**src/rtl/core/lgs_pkg.sv**
```systemverilog
// ----------------------------------------------------------------------------
// lgs_pkg
// Shared sizes, operation codes and the B3/S23 cell rule for the grid step.
// ----------------------------------------------------------------------------
package lgs_pkg;

    localparam int GRID_WIDTH  = 64;
    localparam int GRID_HEIGHT = 64;

    localparam int OP_W  = 2;
    localparam int ROW_W = 6;
    localparam int COL_W = 6;

    localparam int ROW_AW = $clog2(GRID_HEIGHT);
    localparam int COL_AW = $clog2(GRID_WIDTH);
    localparam int CNT_W  = $clog2(GRID_HEIGHT + 1);

    localparam logic [3:0] SURVIVE_MIN = 4'd2;
    localparam logic [3:0] DEATH_CNT   = 4'd4;
    localparam logic [3:0] BIRTH_CNT   = 4'd3;

    typedef enum logic [OP_W-1:0] {
        OP_READ   = 2'd0,
        OP_TOGGLE = 2'd1,
        OP_STEP   = 2'd2,
        OP_NONE   = 2'd3
    } lgs_op_t;

    typedef logic [GRID_WIDTH-1:0] lgs_row_t;

    typedef struct packed {
        logic shift;
    } lgs_win_ctrl_t;

    function automatic logic [3:0] nbr_count(input logic [7:0] nb);
        logic [3:0] n;
        n = 4'd0;
        for (int i = 0; i < 8; i++)
        begin
            n = n + {3'd0, nb[i]};
        end
        return n;
    endfunction

    function automatic logic life_rule(input logic alive, input logic [3:0] n);
        logic nxt;
        if (alive)
        begin
            nxt = (n >= SURVIVE_MIN) && (n < DEATH_CNT);
        end
        else
        begin
            nxt = (n == BIRTH_CNT);
        end
        return nxt;
    endfunction

endpackage

```
**src/rtl/core/lgs_cmd_if.sv**
```systemverilog
// ----------------------------------------------------------------------------
// lgs_cmd_if
// Command channel: operation with cell coordinates.
// ----------------------------------------------------------------------------
interface lgs_cmd_if;
    logic                     valid;
    logic                     ready;
    logic [lgs_pkg::OP_W-1:0]  op;
    logic [lgs_pkg::ROW_W-1:0] row;
    logic [lgs_pkg::COL_W-1:0] col;

    modport source (output valid, output op, output row, output col, input ready);
    modport sink   (input valid, input op, input row, input col, output ready);
endinterface

```
**src/rtl/core/lgs_rsp_if.sv**
```systemverilog
// ----------------------------------------------------------------------------
// lgs_rsp_if
// Response channel: cell value and range flag, one beat per command.
// ----------------------------------------------------------------------------
interface lgs_rsp_if;
    logic valid;
    logic ready;
    logic cell_value;
    logic range_error;

    modport source (output valid, output cell_value, output range_error, input ready);
    modport sink   (input valid, input cell_value, input range_error, output ready);
endinterface

```
**src/rtl/core/lgs_ram.sv**
```systemverilog
// ----------------------------------------------------------------------------
// lgs_ram
// Generic simple dual-port RAM, one write and one registered read port.
// ----------------------------------------------------------------------------
module lgs_ram #(
    parameter int WIDTH = 8,
    parameter int DEPTH = 16
) (
    input  logic                     clk,
    input  logic                     we,
    input  logic [$clog2(DEPTH)-1:0] waddr,
    input  logic [WIDTH-1:0]         wdata,
    input  logic                     re,
    input  logic [$clog2(DEPTH)-1:0] raddr,
    output logic [WIDTH-1:0]         rdata
);

    logic [WIDTH-1:0] mem [DEPTH];
    logic [WIDTH-1:0] rdata_reg;

    always_ff @(posedge clk)
    begin
        if (we)
        begin
            mem[waddr] <= wdata;
        end
        if (re)
        begin
            rdata_reg <= mem[raddr];
        end
    end

    assign rdata = rdata_reg;

endmodule

```
**src/rtl/core/lgs_row_calc.sv**
```systemverilog
// ----------------------------------------------------------------------------
// lgs_row_calc
// Three-row window over the grid sweep and the next-generation row logic.
// ----------------------------------------------------------------------------
module lgs_row_calc (
    input  logic                  clk,
    input  lgs_pkg::lgs_win_ctrl_t ctrl,
    input  lgs_pkg::lgs_row_t      row_in,
    output lgs_pkg::lgs_row_t      next_row
);

    lgs_pkg::lgs_row_t prev_reg;
    lgs_pkg::lgs_row_t cur_reg;

    always_ff @(posedge clk)
    begin
        if (ctrl.shift)
        begin
            prev_reg <= cur_reg;
            cur_reg  <= row_in;
        end
    end

    // row_in is the row below cur_reg; border columns pass through
    always_comb
    begin
        next_row = cur_reg;
        for (int c = 1; c < lgs_pkg::GRID_WIDTH - 1; c++)
        begin
            next_row[c] = lgs_pkg::life_rule(cur_reg[c],
                lgs_pkg::nbr_count({prev_reg[c-1 +: 3], row_in[c-1 +: 3],
                                    cur_reg[c-1], cur_reg[c+1]}));
        end
    end

endmodule

```
**src/rtl/core/life_grid_generation_step.sv**
```systemverilog
// ----------------------------------------------------------------------------
// life_grid_generation_step
// Game of Life (B3/S23) grid held in one RAM row per grid row; read, toggle
// and single-generation step commands.
// ----------------------------------------------------------------------------
// One command is handled at a time and each gives one response beat. A read
// or toggle in range goes through the cell and completion states to its response;
// a step sweeps the grid, reading one grid row per cycle through the single
// read port of the grid RAM, and writes each interior row back once it has
// passed the RAM read register and the current-row register of the window.
// The next command is taken once the response is in the output register.
// After reset the grid reads as all dead at once: a per-row written flag
// masks RAM rows never written, so there is no clearing pass.
// ----------------------------------------------------------------------------
module life_grid_generation_step (
    input  logic       clk,
    input  logic       rst_n,
    lgs_cmd_if.sink    cmd,
    lgs_rsp_if.source  rsp
);

    typedef enum logic [3:0] {
        S_IDLE = 4'b0001,
        S_CELL = 4'b0010,
        S_STEP = 4'b0100,
        S_DONE = 4'b1000
    } state_t;

    state_t state_reg, state_next;

    logic [lgs_pkg::CNT_W-1:0]  cnt_reg, cnt_next;
    logic [lgs_pkg::ROW_AW-1:0] row_reg, row_next;
    logic [lgs_pkg::COL_AW-1:0] col_reg, col_next;
    logic                       toggle_reg, toggle_next;
    logic                       pend_value_reg, pend_value_next;
    logic                       pend_error_reg, pend_error_next;
    logic                       rsp_valid_reg, rsp_valid_next;
    logic                       rsp_value_reg, rsp_value_next;
    logic                       rsp_error_reg, rsp_error_next;
    logic [lgs_pkg::GRID_HEIGHT-1:0] written_reg, written_next;
    logic                       rvalid_reg, rvalid_next;

    logic                       ram_we;
    logic [lgs_pkg::ROW_AW-1:0] ram_waddr;
    lgs_pkg::lgs_row_t          ram_wdata;
    logic                       ram_re;
    logic [lgs_pkg::ROW_AW-1:0] ram_raddr;
    lgs_pkg::lgs_row_t          ram_rdata;
    lgs_pkg::lgs_row_t          row_data;
    lgs_pkg::lgs_row_t          calc_row;
    lgs_pkg::lgs_win_ctrl_t     win_ctrl;

    logic accept;
    logic out_range;
    logic rsp_free;
    logic cell_bit;
    logic [lgs_pkg::CNT_W-1:0] wr_row;

    lgs_ram #(
        .WIDTH (lgs_pkg::GRID_WIDTH),
        .DEPTH (lgs_pkg::GRID_HEIGHT)
    ) u_grid_ram (
        .clk   (clk),
        .we    (ram_we),
        .waddr (ram_waddr),
        .wdata (ram_wdata),
        .re    (ram_re),
        .raddr (ram_raddr),
        .rdata (ram_rdata)
    );

    lgs_row_calc u_row_calc (
        .clk      (clk),
        .ctrl     (win_ctrl),
        .row_in   (row_data),
        .next_row (calc_row)
    );

    assign row_data = ram_rdata & {lgs_pkg::GRID_WIDTH{rvalid_reg}};

    assign accept    = cmd.valid && cmd.ready;
    assign out_range = ({1'b0, cmd.row} >= (lgs_pkg::ROW_W + 1)'(lgs_pkg::GRID_HEIGHT))
                    || ({1'b0, cmd.col} >= (lgs_pkg::COL_W + 1)'(lgs_pkg::GRID_WIDTH));
    assign rsp_free  = !rsp_valid_reg || rsp.ready;
    assign cell_bit  = row_data[col_reg];
    assign wr_row    = cnt_reg - lgs_pkg::CNT_W'(2);

    assign cmd.ready       = (state_reg == S_IDLE);
    assign rsp.valid       = rsp_valid_reg;
    assign rsp.cell_value  = rsp_value_reg;
    assign rsp.range_error = rsp_error_reg;

    always_comb
    begin
        state_next      = state_reg;
        cnt_next        = cnt_reg;
        row_next        = row_reg;
        col_next        = col_reg;
        toggle_next     = toggle_reg;
        pend_value_next = pend_value_reg;
        pend_error_next = pend_error_reg;
        rsp_valid_next  = rsp_valid_reg && !rsp.ready;
        rsp_value_next  = rsp_value_reg;
        rsp_error_next  = rsp_error_reg;
        written_next    = written_reg;
        ram_we          = 1'b0;
        ram_waddr       = row_reg;
        ram_wdata       = row_data;
        ram_re          = 1'b0;
        ram_raddr       = cmd.row[lgs_pkg::ROW_AW-1:0];
        win_ctrl.shift  = 1'b0;

        unique case (state_reg)
            S_IDLE:
            begin
                if (accept)
                begin
                    row_next        = cmd.row[lgs_pkg::ROW_AW-1:0];
                    col_next        = cmd.col[lgs_pkg::COL_AW-1:0];
                    cnt_next        = '0;
                    pend_value_next = 1'b0;
                    pend_error_next = 1'b0;
                    toggle_next     = 1'b0;
                    case (lgs_pkg::lgs_op_t'(cmd.op))
                        lgs_pkg::OP_READ, lgs_pkg::OP_TOGGLE:
                        begin
                            if (out_range)
                            begin
                                pend_error_next = 1'b1;
                                state_next      = S_DONE;
                            end
                            else
                            begin
                                toggle_next = (lgs_pkg::lgs_op_t'(cmd.op) == lgs_pkg::OP_TOGGLE);
                                ram_re      = 1'b1;
                                state_next  = S_CELL;
                            end
                        end
                        lgs_pkg::OP_STEP:
                        begin
                            state_next = S_STEP;
                        end
                        default:
                        begin
                            state_next = S_DONE;
                        end
                    endcase
                end
            end
            S_CELL:
            begin
                pend_value_next = cell_bit ^ toggle_reg;
                if (toggle_reg)
                begin
                    ram_we    = 1'b1;
                    ram_waddr = row_reg;
                    ram_wdata = row_data ^ (lgs_pkg::GRID_WIDTH'(1) << col_reg);
                end
                state_next = S_DONE;
            end
            S_STEP:
            begin
                // read row cnt, window sees row cnt-1, write back row cnt-2
                ram_raddr      = cnt_reg[lgs_pkg::ROW_AW-1:0];
                ram_re         = (cnt_reg < lgs_pkg::CNT_W'(lgs_pkg::GRID_HEIGHT));
                win_ctrl.shift = (cnt_reg != '0);
                ram_waddr      = wr_row[lgs_pkg::ROW_AW-1:0];
                ram_wdata      = calc_row;
                ram_we         = (cnt_reg >= lgs_pkg::CNT_W'(3));
                cnt_next       = cnt_reg + lgs_pkg::CNT_W'(1);
                if (cnt_reg == lgs_pkg::CNT_W'(lgs_pkg::GRID_HEIGHT))
                begin
                    state_next = S_DONE;
                end
            end
            S_DONE:
            begin
                if (rsp_free)
                begin
                    rsp_valid_next = 1'b1;
                    rsp_value_next = pend_value_reg;
                    rsp_error_next = pend_error_reg;
                    state_next     = S_IDLE;
                end
            end
            default:
            begin
                state_next = S_IDLE;
            end
        endcase

        if (ram_we)
        begin
            written_next[ram_waddr] = 1'b1;
        end
    end

    assign rvalid_next = ram_re ? written_reg[ram_raddr] : rvalid_reg;

    always_ff @(posedge clk or negedge rst_n)
    begin
        if (!rst_n)
        begin
            state_reg     <= S_IDLE;
            rsp_valid_reg <= 1'b0;
            written_reg   <= '0;
            cnt_reg       <= '0;
        end
        else
        begin
            state_reg     <= state_next;
            rsp_valid_reg <= rsp_valid_next;
            written_reg   <= written_next;
            cnt_reg       <= cnt_next;
        end
    end

    always_ff @(posedge clk)
    begin
        row_reg        <= row_next;
        col_reg        <= col_next;
        toggle_reg     <= toggle_next;
        pend_value_reg <= pend_value_next;
        pend_error_reg <= pend_error_next;
        rsp_value_reg  <= rsp_value_next;
        rsp_error_reg  <= rsp_error_next;
        rvalid_reg     <= rvalid_next;
    end

    a_state_onehot: assert property (@(posedge clk) disable iff (!rst_n)
        $onehot(state_reg))
        else $error("state register not one-hot");

    a_accept_leaves_idle: assert property (@(posedge clk) disable iff (!rst_n)
        accept |=> (state_reg != S_IDLE))
        else $error("command accepted but sequencer stayed idle");

    a_no_write_idle: assert property (@(posedge clk) disable iff (!rst_n)
        ram_we |-> (state_reg == S_CELL || state_reg == S_STEP))
        else $error("grid write outside cell or step phase");

    a_step_keeps_border: assert property (@(posedge clk) disable iff (!rst_n)
        (ram_we && state_reg == S_STEP) |->
            (ram_waddr != '0 &&
             ram_waddr != lgs_pkg::ROW_AW'(lgs_pkg::GRID_HEIGHT - 1)))
        else $error("step wrote a border row");

    a_rsp_from_done: assert property (@(posedge clk) disable iff (!rst_n)
        ($rose(rsp_valid_reg)) |-> ($past(state_reg) == S_DONE))
        else $error("response raised outside completion");

endmodule
```
**src/flat_wrapper.sv**
```systemverilog
// flat-port wrapper written by rule: the top's interface ports become plain ports
module life_grid_generation_step_flat 
  (clk, rst_n, cmd_valid, cmd_op, cmd_row, cmd_col, cmd_ready, rsp_valid, rsp_cell_value, rsp_range_error, rsp_ready);
  lgs_cmd_if cmd_i ();
  lgs_rsp_if rsp_i ();
  input  logic clk;
  input  logic rst_n;
  input wire logic [$bits(cmd_i.valid)-1:0] cmd_valid;
  input wire logic [$bits(cmd_i.op)-1:0] cmd_op;
  input wire logic [$bits(cmd_i.row)-1:0] cmd_row;
  input wire logic [$bits(cmd_i.col)-1:0] cmd_col;
  output wire logic [$bits(cmd_i.ready)-1:0] cmd_ready;
  output wire logic [$bits(rsp_i.valid)-1:0] rsp_valid;
  output wire logic [$bits(rsp_i.cell_value)-1:0] rsp_cell_value;
  output wire logic [$bits(rsp_i.range_error)-1:0] rsp_range_error;
  input wire logic [$bits(rsp_i.ready)-1:0] rsp_ready;
  assign cmd_i.valid = cmd_valid;
  assign cmd_i.op = cmd_op;
  assign cmd_i.row = cmd_row;
  assign cmd_i.col = cmd_col;
  assign cmd_ready = cmd_i.ready;
  assign rsp_valid = rsp_i.valid;
  assign rsp_cell_value = rsp_i.cell_value;
  assign rsp_range_error = rsp_i.range_error;
  assign rsp_i.ready = rsp_ready;
  life_grid_generation_step u_core (.clk(clk), .rst_n(rst_n), .cmd(cmd_i), .rsp(rsp_i));
endmodule
```
**config.mk**
```make
export PLATFORM = sky130hd
export DESIGN_NAME = life_grid_generation_step_flat
export DESIGN_NICKNAME = d
export VERILOG_FILES = /design/src/rtl/core/lgs_pkg.sv /design/src/rtl/core/lgs_cmd_if.sv /design/src/rtl/core/lgs_rsp_if.sv /design/src/rtl/core/lgs_ram.sv /design/src/rtl/core/lgs_row_calc.sv /design/src/rtl/core/life_grid_generation_step.sv /design/src/flat_wrapper.sv
export SDC_FILE = /design/constraint.sdc
export NUM_CORES = 2
export LEC_CHECK = 0
export BUFFER_PORTS_ARGS = -buffer_cell sky130_fd_sc_hd__buf_2
export CORE_MARGIN = 3
export CORE_UTILIZATION = 34
export DETAILED_ROUTE_END_ITERATION = 12
export MAX_ROUTING_LAYER = met4
export PLACE_DENSITY = 0.53
export SLEW_MARGIN = 15
export SYNTH_ARGS = -nofsm -noshare
export SYNTH_HDL_FRONTEND = slang
export SYNTH_SLANG_ARGS = --single-unit
```
**constraint.sdc**
```tcl
create_clock -name clk -period 9.1 [get_ports clk]
set_clock_uncertainty 0.05 [all_clocks]
set_input_delay 1.365 -clock clk [delete_from_list [all_inputs] [get_ports clk]]
set_output_delay 1.365 -clock clk [all_outputs]
set_load 0.02 [all_outputs]
```
### Word level (Yosys, flattened, before mapping)

Memories as Yosys holds them, arrays and structs flattened. A register that Yosys moved wholly into a read port is not among the register bits.
Index checks and enable logic that the tools add are counted.

| word-level totals | value |
|---|---|
| register bits | 220 |
| RAM bits | 4096 |
| output and inout port bits | 4 |
| memories | 1 |

Memories:

| memory | words | width | rd ports | clocked after Yosys merged registers in | write ports | RTL line | text |
|---|---|---|---|---|---|---|---|
| u_core.u_grid_ram.mem | 64 | 64 | 1 | 1 | 1 | lgs_ram.sv:18 | `logic [WIDTH-1:0] mem [DEPTH];` |

| cells by class | value |
|---|---|
| $add $sub $neg | 436 |
| $lt $le $gt $ge | 130 |
| equality and inequality tests | 72 |
| shift-type cells | 1 |
| multiplexer cells | 91 |
| bitwise operators | 4 |
| reduce and logical (&&, ||, !) cells | 78 |

Operator list:

| kind | count |
|---|---|
| 4-bit by 1-bit adder with 4-bit output | 248 |
| 4-bit by 2-bit equality test with 1-bit output (second input constant) | 63 |
| 3-bit by 1-bit adder with 4-bit output | 62 |
| 4-bit by 2-bit greater-or-equal comparator with 1-bit output (second input constant) | 62 |
| 4-bit by 3-bit < comparator with 1-bit output (second input constant) | 62 |
| 2-bit by 1-bit adder with 3-bit output | 62 |
| 64-bit case mux with 2 select lines | 1 |
| 1-bit by 1-bit adder with 2-bit output | 62 |
| 1-bit two-way mux | 74 |
| 1-bit logical AND | 65 |
| 64-bit AND | 1 |
| 64-bit two-way mux | 1 |
| 64-bit bitwise OR | 1 |
| 1-bit by 6-bit left shift with 64-bit output (first input constant) | 1 |
| 64-bit XOR | 1 |
| 6-bit by 7-bit < comparator with 1-bit output (second input constant) | 3 |
| 4-bit case mux with 4 select lines | 1 |
| 7-bit case mux with 2 select lines | 1 |
| 1-bit binary-select mux with 6-bit select | 2 |
| 4-bit two-way mux | 3 |
| 6-bit two-way mux | 2 |
| 4-bit case mux with 2 select lines | 1 |
| 2-bit AND reduction | 4 |
| 7-bit by 1-bit adder with 7-bit output (second input constant) | 1 |
| other kinds (23) | 28 |

### Depth between registers and ports, before layout

| depth | value |
|---|---|
| depth in word-level cells | 11 |
| gate-level depth with buffers | 14 |

### Cells and area by module

From an unflattened synthesis, not the netlist that was laid out.

| unflattened totals | value |
|---|---|
| cells, all modules | 8973 |
| area total of the unflattened synthesis | 179233.1 um^2 |

By module, submodules not included:

| module | instances | cells an instance | area each (um^2) |
|---|---|---|---|
| lgs_ram | 1 | 6812 | 157528.6 |
| lgs_row_calc | 1 | 1313 | 14427.6 |
| life_grid_generation_step | 1 | 848 | 7277.0 |

### Least setup slack after synthesis

Ideal clock, no wire load.

| path | value |
|---|---|
| path type | reg-to-reg |
| from | register u_core.state_reg[1] |
| to | register u_core.u_row_calc.cur_reg[0], enable pin |
| setup time | 0.692 ns |
| data arrival time | 8.088 ns |
| required time | 8.358 ns |
| path slack | 0.270 ns |
| stages on the path, launching flop included | 7 |
| buffers on the path | 4 |
| period minus slack after synthesis | 8.830 ns |
| path through | dfrtp_1 -> or4b_1 -> buf_2 -> buf_2 -> buf_2 -> clkbuf_1 -> a31oi_1 |

| on the way | value |
|---|---|
| word-level cells in the longest chain between the ends | 2 |

Ends and longest elaborated chain:

| item | RTL line | text |
|---|---|---|
| start: declaration | life_grid_generation_step.sv:29 | `state_t state_reg, state_next;` |
| start signal: assignment | life_grid_generation_step.sv:211 | `state_reg <= state_next;` |
| 4-bit by 3-bit equality test with 1-bit output | life_grid_generation_step.sv:113 | `unique case (state_reg)` |
| 1-bit two-way mux | life_grid_generation_step.sv:113 |  |
| via u_core.u_row_calc.ctrl | lgs_row_calc.sv:7 | `input lgs_pkg::lgs_win_ctrl_t ctrl,` |
| end signal: assignment | lgs_row_calc.sv:20 | `cur_reg <= row_in;` |
| end: declaration | lgs_row_calc.sv:13 | `lgs_pkg::lgs_row_t cur_reg;` |

The timed path passes the listed nets, and every way through them passes these cells.
A chain may end at the register's enable or synchronous reset.

### Final worst setup path

| path | value |
|---|---|
| from | register u_core.rvalid_reg |
| to | memory u_core.u_grid_ram.mem[11][43] (netlist name) (data pin) |

| on the way | value |
|---|---|
| word-level cells in the longest chain between the ends | 11 |
| elaborated cells between the ends (all ways) | 15 |
| classes of those cells | add/sub (6); order compare (2); eq/ne (1); mux (3); bitwise (2); reduce/logical (1) |

Ends and longest elaborated chain:

| item | RTL line | text |
|---|---|---|
| start: declaration | life_grid_generation_step.sv:41 | `logic rvalid_reg, rvalid_next;` |
| start signal: assignment | life_grid_generation_step.sv:227 | `rvalid_reg <= rvalid_next;` |
| 64-bit AND * | life_grid_generation_step.sv:79 | `assign row_data = ram_rdata & {lgs_pkg::GRID_WIDTH{rvalid_reg}};` |
| 2-bit by 1-bit adder with 3-bit output | lgs_pkg.sv:40 | `n = n + {3'd0, nb[i]};` |
| 3-bit by 1-bit adder with 4-bit output | lgs_pkg.sv:40 |  |
| 4-bit by 1-bit adder with 4-bit output (4 in series) | lgs_pkg.sv:40 |  |
| 4-bit by 2-bit greater-or-equal comparator with 1-bit output or 4-bit by 3-bit < comparator with 1-bit output (tied branches) | lgs_pkg.sv:49 | `nxt = (n >= SURVIVE_MIN) && (n < DEATH_CNT);` |
| 1-bit logical AND | lgs_pkg.sv:49 |  |
| 1-bit two-way mux | lgs_pkg.sv:47 | `if (alive)` |
| 64-bit case mux with 2 select lines * | life_grid_generation_step.sv:113 |  |
| via u_core.ram_wdata[43] | life_grid_generation_step.sv:45 | `lgs_pkg::lgs_row_t ram_wdata;` |
| end: declaration | lgs_ram.sv:18 |  |

Mark *: on every way through the listed nets, which the timed path passes. The rest lies on a longest branch.

==> results.md <==
* Pwr dens at 241 nW/um^2
* Post-Syn Nets at 12.0k
* Crit path DAT at 6150 ps
* Hold Fails Final Rpt at 0
* Mapped Area at 180000 sq um
* Number of flip-flops in the largest register at 4096
* Largest fanout on the critical path at 64
* Seq cells post-synth at 4380
* Max capacitance violation total at 0
* Pins Over Slew Limit at 0
* Area post-placement at 191000 sq um
* Clk buf depth at 4
* Final instance area at 205000 sq um
* Worst-margin pin slew at 1280 ps
* Post-synth EDFFs at 4304
* Via count at 112k
* RSZ-0062 raised after global routing: false
* Slew HR at 0.150
* Die Area at 539000 sq um
* Final std cells w/o fill at 19.1k
* Worst Path Required at 9760 ps
* RR Endpoint: u_core.u_grid_ram.mem[11][43]
* Overall Power at 49.4 mW
* Initial Util at 0.342
* DRT Wirelength at 662000 um
* R2R setup slack at 3610 ps
* Post-synthesis async set-or-reset flop share at 0.0174
* Initial DRC count at 16.5k
* Most frequent cells in the layout: 4304 x edfxtp_1, 1711 x nand2_1, 767 x mux2i_1, 587 x a21oi_1, 529 x nand3_1
* Syn avg cell area at 15.6 sq um
* Via/cell ratio at 5.85
* Post-CTS Hold Fix Bufs at 0
* Clock transition at the registers of the reported paths at 60 ps
* Hold WS at 294 ps
* Setup crit end kind: flip-flop
* Setup Buffers After CTS at 0
* Register area share after synthesis at 0.727
* Core Area at 527000 sq um
* Port bufs at 20
* LEAKAGE at 69.8 nW
* Area of the multi-input gates at 45600 sq um
* Setup total negative slack at 0 ps
* DRC Markers at 0
* Post-route minimum period at 5490 ps
* H-tree depth at 5
* Layout cells sized above 1 at 0.115
* Row count at 266
* Setup Viol. Count Final at 0
* YS warnings at 0
* Aggregate global routing overflow at 0
* Filler instances at 48.6k
* TritonCTS clock tree: yes
* Post-DP HPWL at 336000 um
* Worst VDD drop at 0.181 mV
* Worst skew pair latency at 1030 ps
* Worst setup SP type: flip-flop
* Root Buffer: clkbuf_16
* Number of distinct library cells after synthesis at 72
* Most flop-heavy register: u_core.u_grid_ram.mem
* Max Clk Rate at 0.182 GHz
* CTS Sinks at 4380
* Routed wire per std cell at 34.6 um
* Die height at 734 um
* Placed Instances at 18.3k
* First-pass GRT wire length at 899000 um
* Cells after synthesis at 11.6k
* Worst R2R Path Depth at 12
* Vias in the first global route at 106k
* # IOs at 22
* CTS buffer count at 451
* Area Overhead vs Synth at 13.7%
* GRT Overall Usage at 0.245
* Final ANT Viol Nets at 0
* Fin crit share at 0.603
* Nets at 12.2k
* # resized after CTS at 0
* Type of the tightest min-delay check: input pin to async pin
* Commonest non-fill, non-tap cell in the layout: edfxtp_1
* Antenna violations before repair at 44
* First drt pass iteration count at 6
* Register area at 131000 sq um
* Status: finished clean
* Die Wd at 734 um
* Largest net degree at the start of global routing at 122
* Critical path type: flip-flop to flip-flop
* Reg2reg start: u_core.rvalid_reg
* Main synth FF type: edfxtp_1
* GPL Wtd Cong at 0.851
## cell families after synthesis
group	Yosys count	share of synthesized area
mux	1019	0.0718
fa+ha+maj	439	0.0408
buf+inv	1117	0.0247
compound gates	1761	0.0647
flops	4380	0.727
other cells	1	0.0000208
xor+xnor	66	0.00321
simple gates	2800	0.0674
## report_power, final
| group | switching, mW | internal, mW |
|---|---|---|
| clock | 8.07 | 9.96 |
| sequential | 0.288 | 23.8 |
| combinational | 5.30 | 1.97 |
## per-stage QoR
stage	worst slack (ps)	utilization
floorplan	270	-
global placement	3720	0.362
detailed placement	3710	0.362
CTS	3710	0.389
global route	3460	0.389
finish	3610	0.389
## critical path: stages (launching register included)
cell and delay (ps):
edfxtp_1 520, buf_4 430, buf_4 610, nand2_1 420
fa_1 580, fa_1 480, inv_1 40, ha_1 210
fa_1 390, o21ai_0 170, o2111ai_1 350, o211ai_1 250
buf_4 550
## cells in the mapped netlist, drive strengths merged, types with 15 or more instances
library cell  instances  area, sq um
o221ai              117         1020
a32oi                24          210
nand3               529         2650
or2                  67          419
o211ai               70          526
nor4                 99          619
mux4                217         4890
nor3                 88          440
dfrtp                75         1880
a21oi               587         2940
or3                  16          100
ha                  191         2390
a221o                73          731
clkbuf              379         1420
o2bb2ai              57          499
nand2              1713         6430
a22oi                15          113
nor2                167          627
a311oi               61          534
a211oi               85          638
buf                 289         1350
a31oi                83          519
edfxtp             4304       129000
or4                  43          323
a221oi               23          201
fa                  248         4960
mux2i               777         7780
nand4                24          150
inv                 449         1690
a2111oi              28          245
mux2                 25          285
xnor2                66          578
o2111ai              76          666
o21ai               192          961
o22ai               199         1240
## worst max-delay path by stage
stage | start | end | slack [ps] | cells past startpoint
2_1_floorplan | u_core.state_reg[1] | u_core.u_row_calc.cur_reg[0] | 270 | 6
3_3_place_gp | u_core.state_reg[1] | u_core.u_grid_ram.rdata[60] | 3720 | 11
3_5_place_dp | u_core.state_reg[1] | u_core.u_grid_ram.rdata[12] | 3710 | 11
4_1_cts | u_core.state_reg[1] | u_core.u_grid_ram.rdata[27] | 3710 | 11
5_1_grt | u_core.rvalid_reg | u_core.u_grid_ram.mem[10][43] | 3460 | 12
6_report | u_core.rvalid_reg | u_core.u_grid_ram.mem[11][43] | 3610 | 12
## per-layer routing
layer / global-route usage / vias to the layer above / part of all wire
li1: - / 44800 / -
met1: 0.331 / 59400 / 0.40
met2: 0.378 / 6473 / 0.46
met3: 0.0445 / 1131 / 0.10
met4: 0.0759 / 0 / 0.036
met5: - / - / 0
## layout make-up
class,instances,share of cell area
clock buffers,569,0.0576
well taps,6968,0.0425
inverters,449,0.00822
diodes,28,0.000342
multi-input cells,6086,0.223
repair buffers,377,0.0175
clock inverters,253,0.0114
flip-flops and latches,4380,0.640
No activity file was read; power rests on OpenSTA's default activity.
